[config.mk]
export PLATFORM = sky130hd
export DESIGN_NAME = afc_queue
export DESIGN_NICKNAME = d
export VERILOG_FILES = /design/src/hw/rtl/afc_pkg.sv /design/src/hw/rtl/afc_queue.sv
export SDC_FILE = /design/constraint.sdc
export NUM_CORES = 1
export LEC_CHECK = 0
export BUFFER_PORTS_ARGS = -buffer_cell sky130_fd_sc_hd__buf_2
export CORE_MARGIN = 4
export CORE_UTILIZATION = 50
export DETAILED_ROUTE_END_ITERATION = 6
export GPL_ROUTABILITY_DRIVEN = 0
export PLACE_DENSITY = 0.71
export RECOVER_POWER = 100
export SETUP_SLACK_MARGIN = 0.15
export SKIP_CTS_REPAIR_TIMING = 1
export SLEW_MARGIN = 20
export SYNTH_ARGS = -nofsm -noshare
export SYNTH_HDL_FRONTEND = slang
export SYNTH_SLANG_ARGS = --single-unit
export TNS_END_PERCENT = 10
[constraint.sdc]
create_clock -name clock -period 12.25 [get_ports clock]
set_input_delay 0.6125 -clock clock [delete_from_list [all_inputs] [get_ports clock]]
set_output_delay 0.6125 -clock clock [all_outputs]
set_load 0.02 [all_outputs]
[src/hw/rtl/afc_pkg.sv]
package afc_pkg;

   localparam int MAX_W = 256;
   localparam int MAX_H = 256;
   localparam int CELLS = MAX_W * MAX_H;
   localparam int ADDR_W = $clog2(CELLS);
   localparam int DIM_W = $clog2(MAX_W) + 1;

   localparam int QUEUE_DEPTH = 4;
   localparam int QPTR_W = $clog2(QUEUE_DEPTH);

   localparam logic [7:0] OPAQUE_ALPHA = 8'hFF;
   localparam logic [15:0] DELAY_MAX = 16'hFFFF;
   localparam logic [31:0] BACKGROUND = 32'h0000_0000;

   localparam logic [0:0] REG_WIDTH = 1'b0;
   localparam logic [0:0] REG_HEIGHT = 1'b1;

   typedef enum logic [1:0] {
      KIND_HEADER = 2'd0,
      KIND_PIXEL  = 2'd1,
      KIND_FINAL  = 2'd2,
      KIND_READ   = 2'd3
   } kind_type;

   typedef enum logic [1:0] {
      DISP_LEAVE   = 2'd0,
      DISP_CLEAR   = 2'd1,
      DISP_RESTORE = 2'd2
   } disp_type;

   typedef enum logic [1:0] {
      ALPHA_CLEAR   = 2'd0,
      ALPHA_OPAQUE  = 2'd1,
      ALPHA_PARTIAL = 2'd2
   } alpha_type;

   typedef enum logic [1:0] {
      STAT_ACCEPTED  = 2'd0,
      STAT_COMPLETED = 2'd1,
      STAT_READ      = 2'd2,
      STAT_ERROR     = 2'd3
   } status_type;

   typedef enum logic [1:0] {
      ERR_NONE      = 2'd0,
      ERR_PARTIAL   = 2'd1,
      ERR_NO_FRAMES = 2'd2
   } err_type;

   typedef enum logic [2:0] {
      S_CLEAR,
      S_IDLE,
      S_READ,
      S_DISPOSE,
      S_COMMIT,
      S_SAVE
   } state_type;

   typedef struct packed {
      kind_type           kind;
      logic signed [15:0] frame_x;
      logic signed [15:0] frame_y;
      logic [11:0]        frame_width;
      logic [11:0]        frame_height;
      disp_type           disposal;
      logic [15:0]        frame_delay;
      logic               empty;
      logic [31:0]        pixel_rgba;
      alpha_type          alpha;
      logic [15:0]        read_index;
   } cmd_type;

   typedef struct packed {
      status_type  status;
      err_type     error_code;
      logic [15:0] completed_delay;
      logic        is_final;
      logic [31:0] read_pixel;
   } rsp_type;

   typedef struct packed {
      logic              valid;
      logic              to_canvas;
      logic [ADDR_W-1:0] caddr;
      logic [ADDR_W-1:0] saddr;
   } wb_type;

   function automatic logic [DIM_W-1:0] clamp_dim(input logic [8:0] v,
                                                  input logic [DIM_W-1:0] top);
      logic [DIM_W-1:0] r;
      if (v == 9'd0) begin
         r = DIM_W'(1);
      end else if ({{(DIM_W > 9 ? DIM_W - 9 : 0){1'b0}}, v} > top) begin
         r = top;
      end else begin
         r = DIM_W'(v);
      end
      return r;
   endfunction

   function automatic logic [DIM_W-1:0] clip_pos(input logic signed [17:0] v,
                                                 input logic [DIM_W-1:0] hi);
      logic [DIM_W-1:0] r;
      if (v < 0) begin
         r = '0;
      end else if (v > $signed({{(18 - DIM_W){1'b0}}, hi})) begin
         r = hi;
      end else begin
         r = v[DIM_W-1:0];
      end
      return r;
   endfunction

endpackage

[src/hw/rtl/afc_queue.sv]
module afc_queue import afc_pkg::*; (
   input  logic    clock,
   input  logic    reset,
   input  logic    push,
   input  cmd_type push_cmd,
   output logic    full,
   input  logic    pop,
   output logic    head_valid,
   output cmd_type head
);

   cmd_type            slot_ff [QUEUE_DEPTH];
   logic [QPTR_W-1:0]  wr_ff, wr_in;
   logic [QPTR_W-1:0]  rd_ff, rd_in;
   logic [QPTR_W:0]    count_ff, count_in;

   assign full = (count_ff == (QPTR_W + 1)'(QUEUE_DEPTH));
   assign head_valid = (count_ff != '0);
   assign head = slot_ff[rd_ff];

   always_comb begin
      wr_in = push ? QPTR_W'(wr_ff + 1'b1) : wr_ff;
      rd_in = pop ? QPTR_W'(rd_ff + 1'b1) : rd_ff;
      count_in = count_ff;
      if (push && !pop) begin
         count_in = count_ff + 1'b1;
      end else if (pop && !push) begin
         count_in = count_ff - 1'b1;
      end
   end

   always_ff @(posedge clock) begin
      if (reset) begin
         wr_ff <= '0;
         rd_ff <= '0;
         count_ff <= '0;
      end else begin
         wr_ff <= wr_in;
         rd_ff <= rd_in;
         count_ff <= count_in;
      end
   end

   always_ff @(posedge clock) begin
      if (push) begin
         slot_ff[wr_ff] <= push_cmd;
      end
   end

endmodule

==> results of run 1 <==
-- flip-flops by register name (all words and copies together), names as in the netlist, named ones only --
signal,count
count_ff,3
rd_ff,2
slot_ff,508
wr_ff,2
-- final cells by class --
type                            count  area [sq um]  share of cell area
Clock buffer                       68          1380              0.0636
Sequential cell                   517         15400               0.710
Tap cell                          468           586              0.0269
Inverter                            4          15.0            0.000690
Timing Repair Buffer              267          1030              0.0474
Antenna cell                        1          2.50            0.000115
Clock inverter                     28           206             0.00949
Multi-Input combinational cell    157          3090               0.142
-- through the flow --
| step | power, uW | area [sq um] | hold slack, ns | cells | util |
|---|---|---|---|---|---|
| finish | 3930 | 21800 | 0.272 | 1510 | 0.591 |
| global route | 4090 | 21800 | 0.275 | 1509 | 0.591 |
| CTS | 4000 | 22100 | 0.195 | 1509 | 0.601 |
| detailed placement | 2510 | 20500 | 0.513 | 1413 | 0.557 |
| global placement | 2510 | 20500 | 0.481 | 1413 | 0.557 |
| floorplan | 2370 | 18700 | 0.461 | 707 | - |
-- worst reg2reg max path: stages, from the launching register on --
cell and delay, ns:
dfxtp_1 0.39, ha_1 0.16, and2_0 3.44, buf_4 1.22
-- Yosys cell counts (3+ instances only) --
cell type,n,area [sq um]
mux4_2,127,2860
inv_1,4,15.0
dfxtp_1,9,180
and2_1,4,25.0
clkbuf_1,8,30.0
nor2_1,7,26.3
xor2_1,3,26.3
buf_8,3,45.0
buf_2,14,70.1
edfxtp_1,508,15300
ha_1,5,62.6
-- final timing paths --
check	start	cells past startpoint	end
worst max register to register	wr_ff[0]	3	slot_ff[1][121]
worst max-delay path	wr_ff[0]	3	slot_ff[1][121]
worst min register to register	count_ff[2]	2	count_ff[2]
worst min-delay path	push_cmd[3]	1	slot_ff[3][3]
-- report_power, final --
part / switching (uW) / internal [uW] / leakage (uW)
logic: 238 / 138 / 0.00117
registers: 34.8 / 2040 / 0.00474
clock network: 619 / 855 / 0.000782
total: 892 / 3030 / 0.00669
-- metal layers --
metal	global-route usage	wire, microns	vias up
li1	-	-	3639
met1	0.239	14200	4298
met2	0.271	17000	259
met3	0.0698	3420	63
met4	0.0510	686	12
met5	0	92	-
-- kinds of logic (layout without fill, tap and decap cells) --
| kind of cell | count (synthesis) | after routing | share of synthesized area |
|---|---|---|---|
| XOR/XNOR | 5 | 5 | 0.00234 |
| flip-flops | 517 | 517 | 0.824 |
| AND/OR/NAND/NOR | 15 | 15 | 0.00401 |
| multiplexers | 129 | 129 | 0.154 |
| AO/OA/AOI/OAI | 2 | 2 | 0.000534 |
| adder cells (fa/ha/maj) | 6 | 6 | 0.00441 |
| other | 0 | 1 | 0 |
| buffers and inverters | 33 | 367 | 0.0106 |
==> results.txt, run 1 <==
Layout cells sized above 1 - 0.199
RSZ-0062 raised after global routing - false
Critical Path, Cell by Cell - ha_1, and2_0, buf_4
Type of the worst min-delay path - in -> reg
Detailed-route wire length - 35.4 mm
Layout filler cell count - 2740
Setup TNS - 0 ns
Vias/cell - 5.48
Port bufs - 259
Largest net degree at the start of global routing - 70
Syn_area_per_cell - 26.5 sq um
Final setup violation count - 0
Cell family with most CP delay - simple AND/OR/NAND/NOR gates
Failing checks - max-capacitance violations, max-slew violations
CTS Buffer Depth - 3
Synth Register Bits - 517
Pre-CTS setup slack - 8.93 ns
Final WS setup - 6.61 ns
Number of synthesized flops with an enable pin - 508
Root Buffer - clkbuf_16
Largest stage delay, worst path - 3.44 ns
Initial antenna violation count - 7
DRC - 0
Critical path arrival - 5.84 ns
Synth-to-Final Area Change - 16.2%
DR pass1 iterations - 5
Most frequent cells in the layout - edfxtp_1, clkbuf_1, mux4_2, clkbuf_16, clkinv_1
Asr flop ratio synth - 0
Register area share after synthesis - 0.824
DIE AREA - 40600 sq um
WL per Instance - 23.4 microns
Fin Clk Skew - 0.0169 ns
Run status - complete, but fails checks
CP Launch Type - flip-flop
Number of max-cap violations - 7
Synth warn - 0
P_leak - 0.00669 uW
Num CTS Buffers - 52
Detail Placement HPWL - 20.9 mm
Vias in the first global route - 9088
Commonest non-fill, non-tap cell in the layout - edfxtp_1
Top_reg_cell synth - edfxtp_1
Worst Path Buf+Inv - 1
Die W - 202 microns
Setup crit end kind - flip-flop
Grt ovf - 0
Pins over their slew limit - 363
H-tree Lvls - 2
Clk slew on worst S/H paths - 0.06 ns
Worst path slowest cell - and2_0
Final Cycle Share - 0.460
Peak supply drop - 0.000149 V
Worst-skew pair later-pin latency - 0.58 ns
Reg-to-reg setup timing slack - 6.61 ns
Setup Crit Path Kind - reg -> reg
Clk sinks - 517
I/O Pins - 260
Worst Path Required - 12.45 ns
Crit path time final - 5.64 ns
Cells after synthesis - 707
Die height - 202 microns
FMAX - 177 MHz
Final #Nets - 1136
Max-slew headroom - -2.22
Global-route wire length before repair - 55.0 mm
Slew @ Worst Pin - 4.83 ns
Via count - 8271
Initial DRC Count - 544
CTS tree - yes
Syn Nets - 844
Row cnt - 70
Yosys cell types - 21
ANT nets after route - 0
Final hold vios - 0
GRT Total Usage - 0.177
Starting Density - 0.509
Synth Cell Area - 18700 sq um
Power per cell area - 180 nW/um^2
Worst Path Max Fanout - 65
Core Footprint - 36800 sq um
Note: power is estimated with default switching activity, not from simulation.
==> inputs of run 2 (changes only) <==
PLACE_DENSITY = 0.74   (was 0.71)
clock period = 4.6 ns   (was 12.25 ns; I/O delays follow)
==> run 2 against run 1 <==
  * The run still ends with max-capacitance violations, max-slew violations left
  * Hold slack got worse by 0.25 ns
  * Cell count rose by 8.5%
  * Critical path type is now reg -> out
  * Critical path depth did not move
==> results.txt, run 2 (synthesis results as in run 1) <==
Top layer in use - met5
CTS Buffer Depth - 3
Most flops, register - slot_ff
Biggest regs - slot_ff (508), count_ff (3)
Worst Path Required - 4.37 ns
Critical Path, Cell by Cell - buf_4, mux4_2, clkbuf_1
ANT nets after route - 0
Setup crit end kind - output pin
Layout cells sized above 1 - 0.186
Clk sinks - 517
Cell family with most CP delay - flip-flops
WL per Instance - 22.6 microns
Final #Nets - 1269
Run status - complete, but fails checks
Fin Clk Skew - 0.0191 ns
Die height - 202 microns
Layout filler cell count - 2605
Pre-CTS setup slack - 2.06 ns
Port bufs - 259
Power per cell area - 452 nW/um^2
Pins over their slew limit - 521
FMAX - 283 MHz
Type of the worst min-delay path - in -> reg
Max-slew headroom - -0.420
Final Cycle Share - 0.767
Detailed-route wire length - 37.0 mm
H-tree Lvls - 2
Number of max-cap violations - 5
Final hold vios - 0
I/O Pins - 260
Routed wl met3 - 2.45 mm
Setup TNS - 0 ns
DIE AREA - 40600 sq um
Starting Density - 0.509
Row cnt - 70
Final setup violation count - 0
Synth-to-Final Area Change - 23.1%
Detail Placement HPWL - 20.0 mm
Peak supply drop - 0.000397 V
Core Footprint - 36800 sq um
Clk slew on worst S/H paths - 0.06 ns
Most frequent cells in the layout - edfxtp_1, clkbuf_1, dlygate4sd3_1, mux4_2, clkbuf_16
Max FFs per register - 508
P_leak - 0.00725 uW
Metal2 WL - 18.5 mm
Via count - 8857
Setup Crit Path Kind - reg -> out
Critical path arrival - 3.30 ns
Largest stage delay, worst path - 1.52 ns
Commonest non-fill, non-tap cell in the layout - edfxtp_1
CP Launch Type - flip-flop
Initial DRC Count - 515
Die W - 202 microns
Root Buffer - clkbuf_16
Largest net degree at the start of global routing - 128
Crit path time final - 3.53 ns
Vias/cell - 5.40
CTS tree - yes
Vias in the first global route - 9147
Worst-skew pair later-pin latency - 0.59 ns
Slew @ Worst Pin - 2.13 ns
Final WS setup - 1.07 ns
Grt ovf - 0
Worst Path Buf+Inv - 2
GRT Total Usage - 0.175
Num CTS Buffers - 50
Worst Path Max Fanout - 63
Failing checks - max-capacitance violations, max-slew violations
Routed met1 length - 15.3 mm
Global-route wire length before repair - 54.4 mm
DR pass1 iterations - 5
DRC - 0
Worst path slowest cell - dfxtp_2
Initial antenna violation count - 3
RSZ-0062 raised after global routing - false
==> run 2: worst min-delay path, cell delays in order <==
cell and delay [ns]:
buf_2 0.16, mux2i_1 0.09, nor2_1 0.07
==> run 2: layout make-up <==
cell class / count / area (sq um) / area share
diodes: 2 / 5.00 / 0.000217
clock buffers: 68 / 1380 / 0.0600
clock inverters: 21 / 121 / 0.00526
inverters: 4 / 15.0 / 0.000651
multi-input cells: 157 / 3100 / 0.134
flip-flops and latches: 517 / 15400 / 0.670
well taps: 468 / 586 / 0.0254
repair buffers: 402 / 2410 / 0.104
==> run 2: final timing paths <==
path / startpoint / endpoint / slack, ns / depth (start not counted)
setup / recovery: flip-flop / head[108] / 1.07 / 3
hold / removal: push / wr_ff[1] / 0.02 / 3
setup reg to reg: wr_ff[0] / slot_ff[1][46] / 1.13 / 3
hold reg to reg: rd_ff[1] / flip-flop / 0.51 / 2
==> run 2: power breakdown <==
part / internal (uW) / switching [uW] / total (uW)
combinational: 452 / 673 / 1130
sequential: 5430 / 84.2 / 5510
clock: 2150 / 1630 / 3780
total: 8030 / 2380 / 10400
==> run 2: per-stage QoR <==
stage / instance area [sq um] / utilization / hold WS [ns] / power [uW] / std cells
2_1_floorplan: 18700 / - / 0.329 / 6300 / 707
3_3_place_gp: 20600 / 0.560 / 0.440 / 6680 / 1418
3_5_place_dp: 20600 / 0.560 / 0.446 / 6700 / 1418
4_1_cts: 22100 / 0.601 / -0.177 / 10500 / 1507
5_1_grt: 23100 / 0.627 / 0.0330 / 10800 / 1639
6_report: 23100 / 0.627 / 0.0197 / 10400 / 1639
==> run 2: per-layer routing <==
| layer | track usage | vias to the layer above |
|---|---|---|
| li1 | - | 3904 |
| met1 | 0.235 | 4617 |
| met2 | 0.283 | 291 |
| met3 | 0.0522 | 43 |
| met4 | 0.0520 | 2 |
| met5 | 0 | - |
