## src/hw/rtl/afc_pkg.sv

```systemverilog
package afc_pkg;

   localparam int MAX_W = 256;
   localparam int MAX_H = 256;
   localparam int CELLS = MAX_W * MAX_H;
   localparam int ADDR_W = $clog2(CELLS);
   localparam int DIM_W = $clog2(MAX_W) + 1;

   localparam int QUEUE_DEPTH = 4;
   localparam int QPTR_W = $clog2(QUEUE_DEPTH);

   localparam logic [7:0] OPAQUE_ALPHA = 8'hFF;
   localparam logic [15:0] DELAY_MAX = 16'hFFFF;
   localparam logic [31:0] BACKGROUND = 32'h0000_0000;

   localparam logic [0:0] REG_WIDTH = 1'b0;
   localparam logic [0:0] REG_HEIGHT = 1'b1;

   typedef enum logic [1:0] {
      KIND_HEADER = 2'd0,
      KIND_PIXEL  = 2'd1,
      KIND_FINAL  = 2'd2,
      KIND_READ   = 2'd3
   } kind_type;

   typedef enum logic [1:0] {
      DISP_LEAVE   = 2'd0,
      DISP_CLEAR   = 2'd1,
      DISP_RESTORE = 2'd2
   } disp_type;

   typedef enum logic [1:0] {
      ALPHA_CLEAR   = 2'd0,
      ALPHA_OPAQUE  = 2'd1,
      ALPHA_PARTIAL = 2'd2
   } alpha_type;

   typedef enum logic [1:0] {
      STAT_ACCEPTED  = 2'd0,
      STAT_COMPLETED = 2'd1,
      STAT_READ      = 2'd2,
      STAT_ERROR     = 2'd3
   } status_type;

   typedef enum logic [1:0] {
      ERR_NONE      = 2'd0,
      ERR_PARTIAL   = 2'd1,
      ERR_NO_FRAMES = 2'd2
   } err_type;

   typedef enum logic [2:0] {
      S_CLEAR,
      S_IDLE,
      S_READ,
      S_DISPOSE,
      S_COMMIT,
      S_SAVE
   } state_type;

   typedef struct packed {
      kind_type           kind;
      logic signed [15:0] frame_x;
      logic signed [15:0] frame_y;
      logic [11:0]        frame_width;
      logic [11:0]        frame_height;
      disp_type           disposal;
      logic [15:0]        frame_delay;
      logic               empty;
      logic [31:0]        pixel_rgba;
      alpha_type          alpha;
      logic [15:0]        read_index;
   } cmd_type;

   typedef struct packed {
      status_type  status;
      err_type     error_code;
      logic [15:0] completed_delay;
      logic        is_final;
      logic [31:0] read_pixel;
   } rsp_type;

   typedef struct packed {
      logic              valid;
      logic              to_canvas;
      logic [ADDR_W-1:0] caddr;
      logic [ADDR_W-1:0] saddr;
   } wb_type;

   function automatic logic [DIM_W-1:0] clamp_dim(input logic [8:0] v,
                                                  input logic [DIM_W-1:0] top);
      logic [DIM_W-1:0] r;
      if (v == 9'd0) begin
         r = DIM_W'(1);
      end else if ({{(DIM_W > 9 ? DIM_W - 9 : 0){1'b0}}, v} > top) begin
         r = top;
      end else begin
         r = DIM_W'(v);
      end
      return r;
   endfunction

   function automatic logic [DIM_W-1:0] clip_pos(input logic signed [17:0] v,
                                                 input logic [DIM_W-1:0] hi);
      logic [DIM_W-1:0] r;
      if (v < 0) begin
         r = '0;
      end else if (v > $signed({{(18 - DIM_W){1'b0}}, hi})) begin
         r = hi;
      end else begin
         r = v[DIM_W-1:0];
      end
      return r;
   endfunction

endpackage

```

## src/hw/rtl/afc_front.sv

```systemverilog
module afc_front import afc_pkg::*; (
   input  logic         req_tvalid,
   output logic         req_tready,
   input  logic [127:0] req_tdata,
   input  logic [1:0]   req_tuser,
   input  logic         clearing,
   input  logic         queue_full,
   output logic         push,
   output cmd_type      cmd
);

   logic [7:0] alpha;

   assign req_tready = !queue_full && !clearing;
   assign push = req_tvalid && req_tready;
   assign alpha = req_tdata[106:99];

   always_comb begin
      cmd.kind = kind_type'(req_tuser);
      cmd.frame_x = $signed(req_tdata[15:0]);
      cmd.frame_y = $signed(req_tdata[31:16]);
      cmd.frame_width = req_tdata[43:32];
      cmd.frame_height = req_tdata[55:44];
      case (req_tdata[57:56])
         DISP_CLEAR:   cmd.disposal = DISP_CLEAR;
         DISP_RESTORE: cmd.disposal = DISP_RESTORE;
         default:      cmd.disposal = DISP_LEAVE;
      endcase
      cmd.frame_delay = req_tdata[73:58];
      // Zero-sized frames carry no pixels, same as an explicit empty flag.
      cmd.empty = req_tdata[74] || (req_tdata[43:32] == 12'd0) ||
                  (req_tdata[55:44] == 12'd0);
      cmd.pixel_rgba = req_tdata[106:75];
      if (alpha == OPAQUE_ALPHA) begin
         cmd.alpha = ALPHA_OPAQUE;
      end else if (alpha == 8'd0) begin
         cmd.alpha = ALPHA_CLEAR;
      end else begin
         cmd.alpha = ALPHA_PARTIAL;
      end
      cmd.read_index = req_tdata[122:107];
   end

endmodule

```

## config.mk

```make
export PLATFORM = sky130hd
export DESIGN_NAME = afc_front
export DESIGN_NICKNAME = d
export VERILOG_FILES = /design/src/hw/rtl/afc_pkg.sv /design/src/hw/rtl/afc_front.sv
export SDC_FILE = /design/constraint.sdc
export NUM_CORES = 1
export LEC_CHECK = 0
export ABC_CLOCK_PERIOD_IN_PS = 1100
export BUFFER_PORTS_ARGS = -buffer_cell sky130_fd_sc_hd__buf_4
export CAP_MARGIN = 25
export CORE_AREA = 5 5 99 101
export DETAILED_ROUTE_END_ITERATION = 6
export DIE_AREA = 0 0 104 106
export PLACE_DENSITY = 0.58
export SYNTH_ARGS = -nofsm -noshare
export SYNTH_HDL_FRONTEND = slang
export SYNTH_SLANG_ARGS = --single-unit
```

## constraint.sdc

```tcl
create_clock -name vclk -period 1.1
set_input_delay 0.275 -clock vclk [all_inputs]
set_output_delay 0.275 -clock vclk [all_outputs]
set_load 0.01 [all_outputs]
```

==> load_flow_metrics.sql, run 1 <==
INSERT INTO impl_metrics (metric_group, metric, value, unit) VALUES
('flow_run', 'max_cap_violations', '0', ''),
('yosys', 'mean_syn_cell_area', '7.31', 'sq um'),
('worst_setup_path', 'timing.critical_path.required', '0.82', 'ns'),
('finish', 'n_antenna_cell', '0', ''),
('grt', 'groute.usage.overall', '0.0452', ''),
('floorplan', 'start_util', '0.115', ''),
('yosys', 'yosysWarnings', '0', ''),
('floorplan', 'std_cell_rows', '35', ''),
('min_path', 'min_path_cells', '0', ''),
('route', 'avgRoutedWirePerCell', '13.4', 'um'),
('route', 'vias_per_cell', '3.20', ''),
('min_path', 'min_path_type', 'in2out', ''),
('finish', 'area_growth', '8.98', '%'),
('sta', 'layout_min_cycle_time', '1.23', 'ns'),
('worst_setup_path', 'crit_path_max_incr_delay', '0.27', 'ns'),
('yosys', 'yosys.area_share.simple', '0.101', ''),
('outcome', 'outcome', 'complete, but fails checks', ''),
('sta', 'period_share', '1.12', ''),
('worst_setup_path', 'worst-path-max-fanout', '2', ''),
('cts', 'post_cts_buffers', '0', ''),
('grt', 'antenna_found_initial', '0', ''),
('sta', 'rsz0062_at_grt', 'yes', ''),
('yosys', 'synth_xor_area_frac', '0', ''),
('route', 'detailroute.via_count', '716', ''),
('sta', 'setup_viol', '2', ''),
('worst_setup_path', 'critical_path_cell_count', '5', ''),
('yosys', 'synth_nets', '274', ''),
('route', 'drc', '0', ''),
('sta', 'hold_viol_final', '0', ''),
('finish', 'layout.clock_buffers', '0', ''),
('outcome', 'failed_checks', 'negative setup slack', ''),
('cts', 'cts_hold_repair.buffers', '0', ''),
('worst_setup_path', 'criticalPathCategory', 'in2out', ''),
('pwr', 'static-leakage-power', '0.000507', 'uW'),
('floorplan', 'die_y', '106', 'um'),
('grt', 'grt_first_pass_wirelength', '4160', 'um'),
('route', 'detail-route-antenna-nets', '0', ''),
('route', 'drt-pass1-iter-count', '3', ''),
('pwr', 'ir_drop', '0.0507', 'mV'),
('finish', 'fin_nets', '248', ''),
('yosys', 'synth_cells', '141', ''),
('grt', 'grt_pass1_vias', '792', ''),
('yosys', 'netlist_area', '1030', 'sq um'),
('place', 'portBuffers', '77', ''),
('yosys', 'fraction_of_synthesized_area_in_multiplexers', '0', ''),
('pwr', 'total_power', '400', 'uW'),
('route', 'drtIter0Drc', '16', ''),
('sta', 'hold-worst-slack', '0.550', 'ns'),
('grt', 'maximum_number_of_pins_on_one_net_before_global_route_repair', '4', ''),
('finish', 'mostFrequentLayoutCell', 'sky130_fd_sc_hd__buf_4', ''),
('worst_setup_path', 'critPathCaptureType', 'output port', ''),
('floorplan', 'floorplan.core_area', '8930', 'sq um'),
('place', 'hpwl', '2530', 'um'),
('sta', 'post-route-worst-setup-slack', '-0.131', 'ns'),
('finish', 'most-common-layout-cells', 'sky130_fd_sc_hd__buf_4, sky130_fd_sc_hd__buf_6, sky130_fd_sc_hd__nor4_4', ''),
('worst_setup_path', 'path_cells', 'buf_8 > nor4_4 > nand3_1 > nand2_1 > buf_6', ''),
('worst_setup_path', 'worstPathArrival', '0.96', 'ns'),
('yosys', 'yosys.area_share.adder', '0', ''),
('floorplan', 'die-area', '11000', 'sq um'),
('grt', 'grt.overflow.total', '0', ''),
('sta', 'report.final.slew_viol_count', '0', ''),
('route', 'totalWireLength', '3000', 'um'),
('yosys', 'proportion_of_synthesized_chip_area_in_sequential_cells', '0', ''),
('pwr', 'power_density', '356', 'nW/um^2'),
('yosys', 'fraction_of_the_mapped_netlist_area_in_compound_gates', '0.0109', ''),
('floorplan', 'width_of_the_chip', '104', 'um'),
('finish', 'final_layout_size_suffix_gt1_frac', '0.912', ''),
('yosys', 'largest_family_of_logic_cells_by_synthesized_area', 'buffers and inverters', ''),
('worst_setup_path', 'path_buf_inv', '2', ''),
('place', 'finalWeightedCongestion', '0.809', ''),
('floorplan', 'design.portCount', '262', ''),
('worst_setup_path', 'critical_path.top_delay_family', 'simple AND/OR/NAND/NOR gates', ''),
('sta', 'timing_worst_slew_pin_value', '0.215', 'ns'),
('place', 'place_worst_setup_slack', '-0.209', 'ns'),
('sta', 'headroom_to_the_max_slew_limit', '0.855', ''),
('finish', 'layout.area.seq', '0', 'sq um'),
('yosys', 'synth.lib_cells_used.distinct', '11', ''),
('finish', 'seq_cell_count', '0', ''),
('worst_setup_path', 'critical_path.slowest_cell', 'sky130_fd_sc_hd__nor4_4', ''),
('worst_setup_path', 'launching_element_type_of_the_critical_path', 'input pin', ''),
('sta', 'max_freq', '812', 'MHz');
## metrics by stage
step           utilization  instances  area [sq um]  TNS (ns)
4_1_cts              0.125        224          1120    -0.182
2_1_floorplan            -        141          1030         0
3_3_place_gp         0.107        224           960    -0.290
3_5_place_dp         0.107        224           960    -0.307
6_report             0.126        224          1120    -0.193
5_1_grt              0.126        224          1120    -0.247
## synthesized netlist by cell type, drive strengths merged
cell type,number,share of area
buf,122,0.89
and2,1,0.0061
nor2,2,0.0073
nand3,1,0.0048
nor4,8,0.055
nor2b,2,0.012
nand2,1,0.0036
nand4,2,0.012
a31oi,1,0.0061
a21oi,1,0.0048
## path summary, 6_finish.rpt
path	start	to	slack (ns)
worst max-delay path	req_tdata[54]	cmd[50]	-0.13
worst min-delay path	req_tdata[31]	cmd[108]	0.55
## repair_timing
action | in CTS | in global routing
setup endpoints to repair | 2 | 3
resized for setup | 28 | 2
pin swaps | 11 | 1
gates cloned | 0 | 0
## power breakdown
part | switching, uW | leakage [uW] | internal (uW)
logic | 156 | 0.000507 | 244
registers | 0 | 0 | 0
clock network | 0 | 0 | 0
## area by class of cell
class,instances,area (sq um)
Fill cell,1006,7810
Multi-Input combinational cell,19,223
Tap cell,111,139
Timing Repair Buffer,94,762
## kinds of logic (layout without fill, tap and decap cells)
| group | Yosys count | after routing |
|---|---|---|
| simple gates | 17 | 17 |
| compound gates | 2 | 2 |
| buf+inv | 122 | 94 |
## per-layer routing
| layer | share of wire | up-vias | GRT usage |
|---|---|---|---|
| li1 | - | 271 | - |
| met4 | 0.11 | 0 | 0.0453 |
| met5 | 0 | - | 0 |
| met1 | 0.17 | 293 | 0.0215 |
| met2 | 0.49 | 110 | 0.0847 |
| met3 | 0.23 | 42 | 0.0376 |
Note: power is estimated with default switching activity, not from simulation.
==> run 2, diff against run 1 <==
==> config.mk (replaced) <==
export PLATFORM = sky130hd
export DESIGN_NAME = afc_front
export DESIGN_NICKNAME = d
export VERILOG_FILES = /design/src/hw/rtl/afc_pkg.sv /design/src/hw/rtl/afc_front.sv
export SDC_FILE = /design/constraint.sdc
export NUM_CORES = 1
export LEC_CHECK = 0
export ABC_AREA = 1
export BUFFER_PORTS_ARGS = -buffer_cell sky130_fd_sc_hd__buf_4
export CAP_MARGIN = 25
export CORE_AREA = 5 5 98 100
export DETAILED_ROUTE_END_ITERATION = 6
export DIE_AREA = 0 0 103 105
export PLACE_DENSITY = 0.59
export SYNTH_ARGS = -nofsm -noshare
export SYNTH_HDL_FRONTEND = slang
export SYNTH_SLANG_ARGS = --single-unit
==> constraint.sdc (replaced) <==
create_clock -name vclk -period 1.45
set_input_delay 0.3625 -clock vclk [all_inputs]
set_output_delay 0.3625 -clock vclk [all_outputs]
set_load 0.01 [all_outputs]
==> run 2 against run 1 <==
The run now ends clean. Global-route usage down 0.50 points. Combinational power is 44% lower. Design area decreased by 21%. Worst setup slack gained 0.22 ns. Critical endpoint unchanged. Largest cell class unchanged. Largest power group unchanged.
==> load_flow_metrics.sql, run 2 <==
INSERT INTO impl_metrics (metric_group, metric, value, unit) VALUES
('sta', 'period_share', '0.938', ''),
('route', 'drt-pass1-iter-count', '2', ''),
('route', 'drc', '0', ''),
('grt', 'maximum_number_of_pins_on_one_net_before_global_route_repair', '4', ''),
('grt', 'grt_pass1_vias', '663', ''),
('yosys', 'synth.lib_cells_used.distinct', '10', ''),
('place', 'portBuffers', '77', ''),
('sta', 'max_freq', '736', 'MHz'),
('grt', 'groute.usage.overall', '0.0402', ''),
('finish', 'seq_cell_count', '0', ''),
('sta', 'headroom_to_the_max_slew_limit', '0.895', ''),
('place', 'place_worst_setup_slack', '0.0651', 'ns'),
('min_path', 'min_path_type', 'in2out', ''),
('place', 'finalWeightedCongestion', '0.504', ''),
('finish', 'area_growth', '-18.7', '%'),
('sta', 'rsz0062_at_grt', 'no', ''),
('min_path', 'hold_end', 'cmd[25]', ''),
('grt', 'grt.overflow.total', '0', ''),
('route', 'totalWireLength', '2920', 'um'),
('grt', 'grt_first_pass_wirelength', '3400', 'um'),
('worst_setup_path', 'path_cells', 'buf_4 > nor2_1 > and2_0 > nand2_1 > nand3_2 > buf_4', ''),
('yosys', 'proportion_of_synthesized_chip_area_in_sequential_cells', '0', ''),
('yosys', 'yosysWarnings', '0', ''),
('yosys', 'netlist.top_cell.by_area', 'sky130_fd_sc_hd__buf_4', ''),
('yosys', 'netlist_area', '1080', 'sq um'),
('sta', 'report.final.slew_viol_count', '0', ''),
('outcome', 'outcome', 'completed', ''),
('worst_setup_path', 'critPathCaptureType', 'output port', ''),
('worst_setup_path', 'timing.critical_path.required', '1.09', 'ns'),
('worst_setup_path', 'worst-path-max-fanout', '2', ''),
('sta', 'post-route-worst-setup-slack', '0.0906', 'ns'),
('route', 'drtIter0Drc', '8', ''),
('worst_setup_path', 'critPathMostFrequentCell', 'sky130_fd_sc_hd__buf_4', ''),
('yosys', 'synth.top_cell.area_share', '0.844', ''),
('pwr', 'static-leakage-power', '0.000443', 'uW'),
('cts', 'post_cts_resize_count', '0', ''),
('route', 'avgRoutedWirePerCell', '13.0', 'um'),
('finish', 'layout.core_utilization', '0.103', ''),
('worst_setup_path', 'crit_path_max_incr_delay', '0.19', 'ns'),
('yosys', 'synthTopCellsByCount', 'sky130_fd_sc_hd__buf_4, sky130_fd_sc_hd__nor2_1, sky130_fd_sc_hd__nand2_1, sky130_fd_sc_hd__inv_1', ''),
('floorplan', 'die_y', '105', 'um'),
('place', 'hpwl', '2660', 'um'),
('yosys', 'synth_cells', '161', ''),
('finish', 'fin_nets', '251', ''),
('floorplan', 'start_util', '0.126', ''),
('floorplan', 'die-area', '10800', 'sq um'),
('finish', 'layout.clock_buffers', '0', ''),
('finish', 'post-route-cell-area', '882', 'sq um'),
('sta', 'setup_tns', '0', 'ns'),
('finish', 'n_antenna_cell', '0', ''),
('min_path', 'critical_hold_path_startpoint', 'req_tdata[82]', ''),
('yosys', 'synth_nets', '294', ''),
('sta', 'layout_min_cycle_time', '1.36', 'ns'),
('min_path', 'min_path_cells', '0', ''),
('route', 'detail-route-antenna-nets', '0', ''),
('finish', 'final_layout_size_suffix_gt1_frac', '0.672', ''),
('worst_setup_path', 'criticalPathCategory', 'in2out', ''),
('worst_setup_path', 'critical_path.top_delay_family', 'simple AND/OR/NAND/NOR gates', ''),
('floorplan', 'std_cell_rows', '34', ''),
('route', 'vias_per_cell', '3.09', ''),
('worst_setup_path', 'worstPathArrival', '1.00', 'ns'),
('pwr', 'power_density', '255', 'nW/um^2'),
('pwr', 'total_power', '225', 'uW'),
('yosys', 'mean_syn_cell_area', '6.74', 'sq um'),
('worst_setup_path', 'launching_element_type_of_the_critical_path', 'input pin', ''),
('sta', 'hold_viol_final', '0', ''),
('flow_run', 'max_cap_violations', '0', ''),
('finish', 'most-common-layout-cells', 'sky130_fd_sc_hd__buf_4, sky130_fd_sc_hd__nor2_1, sky130_fd_sc_hd__nand2_1, sky130_fd_sc_hd__inv_1', ''),
('sta', 'setup_viol', '0', ''),
('worst_setup_path', 'critical_path.slowest_cell', 'sky130_fd_sc_hd__and2_0', ''),
('pwr', 'ir_drop', '0.0320', 'mV'),
('route', 'detailroute.via_count', '693', ''),
('place', 'placed_cell_area', '882', 'sq um'),
('yosys', 'post-synth-top-count-cell', 'sky130_fd_sc_hd__buf_4', ''),
('finish', 'mostFrequentLayoutCell', 'sky130_fd_sc_hd__buf_4', ''),
('grt', 'antenna_found_initial', '0', ''),
('cts', 'post_cts_buffers', '0', ''),
('sta', 'timing_worst_slew_pin_value', '0.157', 'ns'),
('floorplan', 'width_of_the_chip', '103', 'um'),
('worst_setup_path', 'path_buf_inv', '2', ''),
('floorplan', 'floorplan.core_area', '8590', 'sq um'),
('finish', 'layout.area.seq', '0', 'sq um'),
('floorplan', 'design.portCount', '262', ''),
('cts', 'cts_hold_repair.buffers', '0', ''),
('yosys', 'synthTopCellsByArea', 'sky130_fd_sc_hd__buf_4, sky130_fd_sc_hd__nor2_1, sky130_fd_sc_hd__nand2_1', '');
## run 2: cell count changes in the layout (fill, tap and decap cells not counted), moves of 2 or more
cell                      delta
sky130_fd_sc_hd__nor2_1     +20
sky130_fd_sc_hd__buf_8       -2
sky130_fd_sc_hd__inv_1       +3
sky130_fd_sc_hd__nor4_4      -7
sky130_fd_sc_hd__nor2b_1     -2
sky130_fd_sc_hd__buf_6      -11
sky130_fd_sc_hd__buf_4       -4
sky130_fd_sc_hd__nand2_1     +6
sky130_fd_sc_hd__and2_0      +2
## run 2: stage by stage
step                instances  hold WS [ns]
floorplan                 161         0.768
global placement          224         0.725
detailed placement        224         0.725
CTS                       224         0.725
global route              224         0.725
finish                    224         0.725
## run 2: final cells by class
type,count,area (sq um)
Tap cell,108,135
Multi-Input combinational cell,36,158
Timing Repair Buffer,77,578
Fill cell,1007,7710
Inverter,3,11.3
## run 2: metal layers
metal / wire length, um / up-vias / global-route usage
li1: - / 278 / -
met1: 505 / 256 / 0.0163
met2: 1290 / 107 / 0.0742
met3: 754 / 52 / 0.0286
met4: 361 / 0 / 0.0509
met5: 0 / - / 0
## run 2: power by group
group	internal, uW	total (uW)	switching, uW
clock network	0	0	0
registers	0	0	0
logic	138	225	87.0
## run 2: cells by family after synthesis
kind of cell | after synthesis | synth area share
buf+inv | 125 | 0.855
simple gates | 35 | 0.141
compound gates | 1 | 0.00461
## run 2: worst max path at each step
stage / startpoint / depth (start not counted) / end
after floorplan: req_tdata[99] / 3 / cmd[17]
after global placement: req_tdata[43] / 6 / cmd[50]
after detailed placement: req_tdata[43] / 6 / cmd[50]
after CTS: req_tdata[43] / 6 / cmd[50]
after global routing: req_tdata[35] / 7 / cmd[50]
final: req_tdata[43] / 6 / cmd[50]
==> run 3, diff against run 2 <==
--- a/config.mk
+++ b/config.mk
@@ -8,10 +8,11 @@
 export ABC_AREA = 1
 export BUFFER_PORTS_ARGS = -buffer_cell sky130_fd_sc_hd__buf_4
 export CAP_MARGIN = 25
-export CORE_AREA = 5 5 98 100
+export CORE_AREA = 5 5 99 101
 export DETAILED_ROUTE_END_ITERATION = 6
-export DIE_AREA = 0 0 103 105
-export PLACE_DENSITY = 0.59
+export DIE_AREA = 0 0 104 106
+export PLACE_DENSITY = 0.58
+export REMOVE_ABC_BUFFERS = 1
 export SYNTH_ARGS = -nofsm -noshare
 export SYNTH_HDL_FRONTEND = slang
 export SYNTH_SLANG_ARGS = --single-unit
==> constraint.sdc (replaced) <==
create_clock -name vclk -period 1.4
set_input_delay 0.35 -clock vclk [all_inputs]
set_output_delay 0.35 -clock vclk [all_outputs]
set_load 0.005 [all_outputs]
==> run 3 against run 2 <==
Clock-buffer cell count is the same. First-iteration DRC count rose to 3.0 times the previous value. Worst hold slack worse by 0.025 ns. Largest cell class unchanged. Die area grew 1.9%. Utilization fell by 0.055 points. Highest routed layer is now met5. Global-route usage is 17 points higher.
==> load_flow_metrics.sql, run 3 (synthesis gave the netlist of run 2 again) <==
INSERT INTO impl_metrics (metric_group, metric, value, unit) VALUES
('outcome', 'outcome', 'completed', ''),
('place', 'placed_cell_area', '886', 'sq um'),
('route', 'detail-route-antenna-nets', '0', ''),
('floorplan', 'die-area', '11000', 'sq um'),
('grt', 'grt_pass1_vias', '767', ''),
('finish', 'final_layout_size_suffix_gt1_frac', '0.733', ''),
('worst_setup_path', 'critical_path.top_delay_family', 'simple AND/OR/NAND/NOR gates', ''),
('finish', 'layoutNonFillerInstCount', '227', ''),
('place', 'finalWeightedCongestion', '0.876', ''),
('floorplan', 'design.portCount', '262', ''),
('place', 'place_inst', '227', ''),
('worst_setup_path', 'critical_path.slowest_cell', 'sky130_fd_sc_hd__buf_4', ''),
('floorplan', 'std_cell_rows', '35', ''),
('grt', 'antenna_found_initial', '0', ''),
('grt', 'grt_first_pass_wirelength', '13800', 'um'),
('route', 'avgRoutedWirePerCell', '53.9', 'um'),
('min_path', 'min_path_type', 'in2out', ''),
('pwr', 'power.combinational.fraction', '1.000', ''),
('sta', 'report.final.slew_viol_count', '0', ''),
('worst_setup_path', 'path_buf_inv', '2', ''),
('worst_setup_path', 'path_cells', 'buf_4 > nor2_4 > nand2_1 > nor2_2 > nand2_1 > nand3_2 > buf_6', ''),
('worst_setup_path', 'crit_path_max_incr_delay', '0.12', 'ns'),
('sta', 'layout_min_cycle_time', '1.32', 'ns'),
('worst_setup_path', 'worst-path-max-fanout', '2', ''),
('route', 'drt-pass1-iter-count', '2', ''),
('finish', 'fillers', '1071', ''),
('floorplan', 'floorplan.core_area', '8930', 'sq um'),
('grt', 'maximum_number_of_pins_on_one_net_before_global_route_repair', '4', ''),
('sta', 'setup_tns', '0', 'ns'),
('finish', 'multiInputGateArea', '180', 'sq um'),
('worst_setup_path', 'timing.critical_path.required', '1.05', 'ns'),
('route', 'detailroute.via_count', '795', ''),
('floorplan', 'width_of_the_chip', '104', 'um'),
('pwr', 'power_density', '240', 'nW/um^2'),
('worst_setup_path', 'launching_element_type_of_the_critical_path', 'input pin', ''),
('finish', 'fin_nets', '251', ''),
('sta', 'period_share', '0.943', ''),
('sta', 'headroom_to_the_max_slew_limit', '0.884', ''),
('route', 'vias_per_cell', '3.50', ''),
('pwr', 'switching_share', '0.341', ''),
('worst_setup_path', 'critical_path_cell_count', '7', ''),
('worst_setup_path', 'criticalPathCategory', 'in2out', ''),
('sta', 'post-route-worst-setup-slack', '0.0796', 'ns'),
('finish', 'area_growth', '-15.9', '%'),
('finish', 'layout.clock_buffers', '0', ''),
('worst_setup_path', 'critPathMostFrequentCell', 'sky130_fd_sc_hd__nand2_1', ''),
('pwr', 'ir_drop', '0.0512', 'mV'),
('worst_setup_path', 'worstPathArrival', '0.97', 'ns'),
('route', 'drc', '0', ''),
('floorplan', 'start_util', '0.121', ''),
('place', 'place_worst_setup_slack', '-0.000953', 'ns'),
('pwr', 'p_switching', '74.7', 'uW'),
('pwr', 'intPower', '145', 'uW'),
('grt', 'groute.usage.overall', '0.207', ''),
('finish', 'n_antenna_cell', '0', ''),
('sta', 'hold-worst-slack', '0.700', 'ns'),
('sta', 'timing_worst_slew_pin_value', '0.173', 'ns'),
('floorplan', 'die_y', '106', 'um'),
('sta', 'hold_viol_final', '0', ''),
('place', 'portBuffers', '77', ''),
('pwr', 'static-leakage-power', '0.000445', 'uW'),
('sta', 'rsz0062_at_grt', 'no', ''),
('pwr', 'clock_network_power_share', '0', ''),
('min_path', 'min_path_cells', '0', ''),
('place', 'hpwl', '11900', 'um'),
('flow_run', 'max_cap_violations', '0', ''),
('pwr', 'power.sequential.fraction', '0', ''),
('finish', 'post-route-cell-area', '912', 'sq um'),
('sta', 'setup_viol', '0', ''),
('finish', 'mostFrequentLayoutCell', 'sky130_fd_sc_hd__buf_4', ''),
('worst_setup_path', 'critPathCaptureType', 'output port', ''),
('grt', 'grt.overflow.total', '0', ''),
('route', 'totalWireLength', '12200', 'um'),
('finish', 'layout.area.seq', '0', 'sq um'),
('sta', 'max_freq', '757', 'MHz'),
('route', 'drtIter0Drc', '24', ''),
('finish', 'seq_cell_count', '0', ''),
('finish', 'most-common-layout-cells', 'sky130_fd_sc_hd__buf_4, sky130_fd_sc_hd__nor2_1, sky130_fd_sc_hd__nand2_1, sky130_fd_sc_hd__nor2_2, sky130_fd_sc_hd__inv_1', '');
-- run 3: cell counts in the layout (fill, tap and decap cells not counted) --
Identical to the previous run, type by type.
-- run 3: path summary, 6_finish.rpt --
path / slack, ns / to / startpoint
worst min-delay path: 0.70 / cmd[5] / req_tdata[112]
worst max-delay path: 0.08 / cmd[50] / req_tdata[45]
-- run 3: cell type report --
cell class | count | area share
timing repair buffer | 77 | 0.638
multi-input combinational | 36 | 0.198
tap | 111 | 0.152
inverter | 3 | 0.0123
-- run 3: power by group through the flow --
stage | logic [uW] | registers, uW | clock network [uW]
after global routing | 238 | 0 | 0
final | 219 | 0 | 0
after detailed placement | 214 | 0 | 0
after CTS | 215 | 0 | 0
after floorplan | 20.6 | 0 | 0
after global placement | 210 | 0 | 0
-- run 3: stage by stage --
step | utilization | power [uW]
global route | 0.102 | 238
CTS | 0.0994 | 215
floorplan | - | 20.6
finish | 0.102 | 219
detailed placement | 0.0992 | 214
global placement | 0.0992 | 210
-- run 3: layer usage --
metal	wire length, um	vias to the layer above	share of wire	track usage
met2	6350	234	0.52	0.384
met3	4540	4	0.37	0.372
li1	-	276	-	-
met1	1290	279	0.11	0.0598
met5	46	-	0.0038	0.0333
met4	13	2	0.0011	0.00185
-- run 3: repair_timing --
item                       CTS  global route
pin swaps                    0             5
setup buffers                0             0
setup endpoints to repair    1             1
hold buffers                 0             0
resized for setup            1             8
